### src/sv/y86ie_pkg.sv
`timescale 1ns / 1ps
// ---------------------------------------------------------------------------
// y86ie_pkg
// Shared types, codes and helpers of the Y86-64 instruction execute core.
// ---------------------------------------------------------------------------
package y86ie_pkg;

  localparam int MEM_BYTES_DEF = 4096;
  localparam int NUM_REGS      = 15;
  localparam logic [3:0] REG_NONE = 4'd15;
  localparam logic [3:0] REG_SP   = 4'd4;

  localparam logic [3:0] I_HALT  = 4'd0;
  localparam logic [3:0] I_NOP   = 4'd1;
  localparam logic [3:0] I_CMOV  = 4'd2;
  localparam logic [3:0] I_IRMOV = 4'd3;
  localparam logic [3:0] I_RMMOV = 4'd4;
  localparam logic [3:0] I_MRMOV = 4'd5;
  localparam logic [3:0] I_OPQ   = 4'd6;
  localparam logic [3:0] I_JXX   = 4'd7;
  localparam logic [3:0] I_CALL  = 4'd8;
  localparam logic [3:0] I_RET   = 4'd9;
  localparam logic [3:0] I_PUSH  = 4'd10;
  localparam logic [3:0] I_POP   = 4'd11;

  localparam logic [3:0] F_ADD = 4'd0;
  localparam logic [3:0] F_SUB = 4'd1;
  localparam logic [3:0] F_AND = 4'd2;
  localparam logic [3:0] F_XOR = 4'd3;

  localparam logic [3:0] C_ALW = 4'd0;
  localparam logic [3:0] C_LE  = 4'd1;
  localparam logic [3:0] C_L   = 4'd2;
  localparam logic [3:0] C_E   = 4'd3;
  localparam logic [3:0] C_NE  = 4'd4;
  localparam logic [3:0] C_GE  = 4'd5;
  localparam logic [3:0] C_G   = 4'd6;

  typedef enum logic [1:0] {ST_AOK, ST_HLT, ST_ADR, ST_INS} status_t;

  typedef logic [63:0] regs_t [NUM_REGS];

  typedef struct packed {
    logic        mode;
    logic [3:0]  icode;
    logic [3:0]  ifun;
    logic [3:0]  reg_a;
    logic [3:0]  reg_b;
    logic [63:0] const_value;
    logic [63:0] fall_through_pc;
    logic [11:0] load_address;
    logic [63:0] load_word;
  } item_t;

  typedef struct packed {
    logic        we;
    logic        re;
    logic [63:0] addr;
    logic [63:0] wdata;
  } memreq_t;

  typedef struct packed {
    status_t     st;
    logic        commit;
    logic        is_ret;
    logic [63:0] npc;
    logic [3:0]  dst_e;
    logic [3:0]  dst_m;
    logic [63:0] val_e;
    logic        cnd;
    logic        fl_we;
    logic        zf;
    logic        sf;
    logic        of;
    logic        mem_rd;
  } wb_t;

  function automatic logic cond_eval(input logic [3:0] fn, input logic zf,
                                     input logic sf, input logic of);
    logic lt;
    lt = sf ^ of;
    unique case (fn)
      C_ALW:   return 1'b1;
      C_LE:    return lt | zf;
      C_L:     return lt;
      C_E:     return zf;
      C_NE:    return ~zf;
      C_GE:    return ~lt;
      C_G:     return ~lt & ~zf;
      default: return 1'b0;
    endcase
  endfunction

endpackage

### src/sv/y86ie_exec.sv
`timescale 1ns / 1ps
// ---------------------------------------------------------------------------
// y86ie_exec
// Decode, execute and memory request for one instruction or preload item.
// ---------------------------------------------------------------------------
module y86ie_exec import y86ie_pkg::*; #(
  parameter int MEM_BYTES = MEM_BYTES_DEF
) (
  input  item_t       item,
  input  regs_t       regs,
  input  status_t     status,
  input  logic [63:0] pc,
  input  logic        zf,
  input  logic        sf,
  input  logic        of,
  output memreq_t     req,
  output wb_t         wb
);

  localparam logic [63:0] LAST_OK = 64'(MEM_BYTES - 8);

  logic        go, pc_bad, valid, exec, fault, need_mem, cnd, commit;
  logic [63:0] val_a, val_b, val_e, maddr, laddr;
  logic        sa, sb, se, of_n;

  always_comb begin
    valid = (item.icode <= I_POP) &&
            !(item.icode == I_OPQ && item.ifun > F_XOR) &&
            !((item.icode == I_CMOV || item.icode == I_JXX) && item.ifun > C_G);
    go     = !item.mode && status == ST_AOK;
    pc_bad = pc >= 64'(MEM_BYTES);
    exec   = go && !pc_bad && valid;

    case (item.icode)
      I_CMOV, I_RMMOV, I_OPQ, I_PUSH:
        val_a = (item.reg_a == REG_NONE) ? 64'd0 : regs[item.reg_a];
      I_RET, I_POP: val_a = regs[REG_SP];
      default:      val_a = 64'd0;
    endcase
    case (item.icode)
      I_RMMOV, I_MRMOV, I_OPQ:
        val_b = (item.reg_b == REG_NONE) ? 64'd0 : regs[item.reg_b];
      I_CALL, I_RET, I_PUSH, I_POP: val_b = regs[REG_SP];
      default: val_b = 64'd0;
    endcase

    cnd = 1'b0;
    case (item.icode)
      I_CMOV: begin
        val_e = val_a;
        cnd   = cond_eval(item.ifun, zf, sf, of);
      end
      I_JXX: begin
        val_e = 64'd0;
        cnd   = cond_eval(item.ifun, zf, sf, of);
      end
      I_IRMOV:          val_e = item.const_value;
      I_RMMOV, I_MRMOV: val_e = val_b + item.const_value;
      I_OPQ: begin
        case (item.ifun)
          F_ADD:   val_e = val_b + val_a;
          F_SUB:   val_e = val_b - val_a;
          F_AND:   val_e = val_b & val_a;
          default: val_e = val_b ^ val_a;
        endcase
      end
      I_CALL, I_PUSH: val_e = val_b - 64'd8;
      I_RET, I_POP:   val_e = val_b + 64'd8;
      default:        val_e = 64'd0;
    endcase

    sa = val_a[63];
    sb = val_b[63];
    se = val_e[63];
    case (item.ifun)
      F_ADD:   of_n = (sa == sb) && (se != sa);
      F_SUB:   of_n = (sa != sb) && (se != sb);
      default: of_n = 1'b0;
    endcase

    case (item.icode)
      I_RMMOV, I_MRMOV, I_CALL, I_PUSH: begin
        maddr = val_e;
        need_mem = 1'b1;
      end
      I_RET, I_POP: begin
        maddr = val_a;
        need_mem = 1'b1;
      end
      default: begin
        maddr = val_e;
        need_mem = 1'b0;
      end
    endcase
    fault  = exec && need_mem && (maddr > LAST_OK);
    commit = exec && !fault;

    laddr = {52'd0, item.load_address};
    if (item.mode) begin
      req.we    = laddr <= LAST_OK;
      req.re    = 1'b0;
      req.addr  = laddr;
      req.wdata = item.load_word;
    end else begin
      req.we    = commit && (item.icode == I_RMMOV || item.icode == I_PUSH ||
                             item.icode == I_CALL);
      req.re    = commit && (item.icode == I_MRMOV || item.icode == I_RET ||
                             item.icode == I_POP);
      req.addr  = maddr;
      req.wdata = (item.icode == I_CALL) ? item.fall_through_pc : val_a;
    end

    if (!go)                   wb.st = status;
    else if (pc_bad || fault)  wb.st = ST_ADR;
    else if (!valid)           wb.st = ST_INS;
    else if (item.icode == I_HALT) wb.st = ST_HLT;
    else                       wb.st = status;

    wb.commit = commit;
    wb.is_ret = item.icode == I_RET;
    if ((item.icode == I_JXX && cnd) || item.icode == I_CALL) begin
      wb.npc = item.const_value;
    end else begin
      wb.npc = item.fall_through_pc;
    end

    wb.dst_e = REG_NONE;
    wb.dst_m = REG_NONE;
    if (commit) begin
      case (item.icode)
        I_CMOV:                       wb.dst_e = cnd ? item.reg_b : REG_NONE;
        I_IRMOV, I_OPQ:               wb.dst_e = item.reg_b;
        I_CALL, I_RET, I_PUSH, I_POP: wb.dst_e = REG_SP;
        default:                      wb.dst_e = REG_NONE;
      endcase
      if (item.icode == I_MRMOV || item.icode == I_POP) begin
        wb.dst_m = item.reg_a;
      end
    end

    wb.val_e  = exec ? val_e : 64'd0;
    wb.cnd    = exec & cnd;
    wb.fl_we  = commit && item.icode == I_OPQ;
    wb.zf     = val_e == 64'd0;
    wb.sf     = se;
    wb.of     = of_n;
    wb.mem_rd = req.re;
  end

endmodule

### config.mk
export PLATFORM = sky130hd
export DESIGN_NAME = y86ie_exec
export DESIGN_NICKNAME = d
export VERILOG_FILES = /design/src/sv/y86ie_pkg.sv /design/src/sv/y86ie_exec.sv
export SDC_FILE = /design/constraint.sdc
export NUM_CORES = 2
export LEC_CHECK = 0
export BUFFER_PORTS_ARGS = -buffer_cell sky130_fd_sc_hd__buf_4
export CAP_MARGIN = 20
export CORE_AREA = 3 3 596 598
export DETAILED_ROUTE_END_ITERATION = 7
export DIE_AREA = 0 0 599 601
export PLACE_DENSITY = 0.3
export SETUP_SLACK_MARGIN = 0.02
export SYNTH_ARGS = -nofsm -noshare
export SYNTH_HDL_FRONTEND = slang
export SYNTH_SLANG_ARGS = --single-unit
### constraint.sdc
create_clock -name vclk -period 8.55
set_clock_uncertainty 0.05 [all_clocks]
set_input_delay 0.4275 -clock vclk [all_inputs]
set_output_delay 0.4275 -clock vclk [all_outputs]
set_load 0.01 [all_outputs]
==> flow_metrics.tcl <==
set metrics [dict create \
    mostFrequentLayoutCells "buf_4, nand2_1, o21ai_0" \
    ioPinCount 1526 \
    crit_type "input port to output pin" \
    synth_warnings 0 \
    worst-path-buf-inv 16 \
    p_per_area_mw_per_mm2 96.9 \
    cpMaxStageDelayCell "ha_1" \
    synth_cell_types 99 \
    setup_viol 6 \
    wl_per_cell_um 43.9 \
    drive_above_1_share_pct 47.1 \
    finalWorstSetupSlack_ns -0.0276 \
    yosys-mux-area-fraction_pct 32.7 \
    critical_path.max_stage_delay_ns 0.37 \
    start_util_pct 11.6 \
    clkbuf_count 0 \
    path_max_fanout 10 \
    grt.busiest_layer "met2" \
    syn_area_per_cell_um2 7.47 \
    synth-compound-area-share_pct 28.8 \
    drtAntennaViolNets 0 \
    synthDominantCellAreaShare_pct 20.1 \
    relSlewSlack_pct 2.64 \
    hp-class "input port to output pin" \
    worst_hold_slack_ns 1.10 \
    cp-end-kind "output pin" \
    violations "setup timing" \
    yosys.area_share.simple_pct 21.0 \
    drv_slew 0 \
    synth_area_leaders "mux4_2, mux2i_1, ha_1" \
    final_util_pct 20.0 \
    max-vdd-ir-drop_v 0.0000396 \
    gp_congestion 0.990 \
    status "complete, but fails checks" \
    synth_seq_area_share_pct 0 \
    postCtsHoldBufs 0 \
    crit_arrival_ns 8.10 \
    grt_pass1_vias 62800 \
    synthesis.nets 6951 \
    io_buffers 1514 \
    die-area_mm2 0.360 \
    synth_cells 5448 \
    p_total_mw 6.78 \
    p_leak_nw 30.4 \
    viasPerCell 5.03 \
    dp_hpwl_mm 497 \
    die_w_um 599 \
    cpLargestDelayFamily "buffers and inverters" \
    max-cap-violations 0 \
    syn_to_final_growth_pct 71.8 \
    grt_use_total_pct 29.5 \
    synth-adder-area-share_pct 7.86 \
    chipHeight_um 601 \
    crit_end "wb[72]" \
    core_mm2 0.350 \
    worstSetupStartpoint "item[208]" \
    rsz0062_at_grt "true" \
    dpl-instance-area_mm2 0.0674 \
    grt_pass1_wl_mm 697 \
    hold_viol_final 0 \
    grtUsageMet1_pct 37.8 \
    nets 9480 \
    fmax_mhz 117 \
    synth_top_family_by_area "multiplexers" \
    layout_commonest_cell "buf_4" \
    n_sequential_cell 0 \
    vias 63900 \
    crit_cells 40 \
    synth_top_cell_by_area "mux4_2" \
    gr-usage-met2_pct 46.8 \
    overflow 0 \
    tightest_slew_ns 1.45 \
    drt_iter0_drc 7015 \
    startpoint_type "input port" \
    drt_wl_total_mm 558 \
    critPathRequiredTime_ns 8.07 \
    core.rowCount 217 \
    firstDrtPassIters 6 \
    syn_area_mm2 0.0407 \
    synth-xor-area-share_pct 3.44 \
    finalCriticalPeriod_ns 8.58 \
    drc 0 \
    final_area_mm2 0.0699 \
    grt_max_degree 84 \
    seq_area_um2 0 \
    grt_antenna_before_repair 255 \
    crit_top_cell "buf_4" \
    finalCritPeriodShare_pct 100 \
    use_met3_pct 4.71 \
]
-- per-layer routing --
metal,wire length (um),vias up
met5,571,-
li1,-,26800
met3,35000,720
met4,37000,80
met1,234000,33000
met2,251000,3411
-- tightest hold or removal path, cell delays in order --
cell and delay (ns):
buf_4 0.08, nand2_1 0.04, o21ai_0 0.06, buf_4 0.12
-- logic make-up (layout without fill, tap and decap cells) --
family                   after synthesis  after routing
AO/OA/AOI/OAI                       1775           1776
multiplexers                         864            864
adder cells (fa/ha/maj)              254            254
other                                  0            135
AND/OR/NAND/NOR                     1798           1798
buffers and inverters                597           3123
XOR/XNOR                             160            160
-- report_power, final --
part           switching, mW   total (mW)  internal, mW
Sequential                 0            0             0
Clock                      0  0.000000399   0.000000398
Combinational           4.10         6.78          2.68
Total                   4.10         6.78          2.68
-- cells in the mapped netlist, drive strengths merged, types with 41 or more instances --
master and count:
nand2b 41, nor2b 44, a211oi 93, mux2 92, mux4 363, a22oi 113, nor2 401, buf 146
o221ai 67, xor2 71, o21ai 471, nand4 149, nand2 650, a22o 84, nor4 61, a21oi 391
nor3 109, o211ai 91, a21o 45, clkbuf 347, nand3 140, inv 104, ha 250, mux2i 409
xnor2 89, and3 43
-- how the worst min path moves through the flow --
stage / from / slack, ns / endpoint / cells past startpoint
floorplan: status[1] / 0.90 / wb[145] / 2
global placement: item[35] / 1.10 / req[35] / 4
detailed placement: item[44] / 1.10 / req[44] / 4
CTS: item[44] / 1.10 / req[44] / 4
global route: item[53] / 1.11 / req[53] / 4
finish: item[44] / 1.10 / req[44] / 4
-- what timing repair did --
| item | CTS | global route |
|---|---|---|
| setup buffers | 63 | 25 |
| cloned | 6 | 1 |
| setup endpoints to repair | 23 | 14 |
| pin swaps | 66 | 46 |
| gates resized for setup | 251 | 55 |
-- stage by stage --
stage | cells | TNS, ns | worst slack [ns]
6_report | 12700 | -0.0969 | -0.0276
5_1_grt | 12700 | -2.37 | -0.240
4_1_cts | 12600 | 0 | 0.00398
3_5_place_dp | 12500 | -12.65 | -0.880
3_3_place_gp | 12500 | -13.17 | -0.899
2_1_floorplan | 5448 | 0 | 0.167
-- area by class of cell --
class | instances | area (um^2)
Fill cell | 39700 | 280000
Multi-Input combinational cell | 4852 | 39600
Timing Repair Buffer | 3019 | 23800
Tap cell | 4599 | 5750
Inverter | 104 | 397
Antenna cell | 135 | 338
Note: power is estimated with default switching activity, not from simulation.
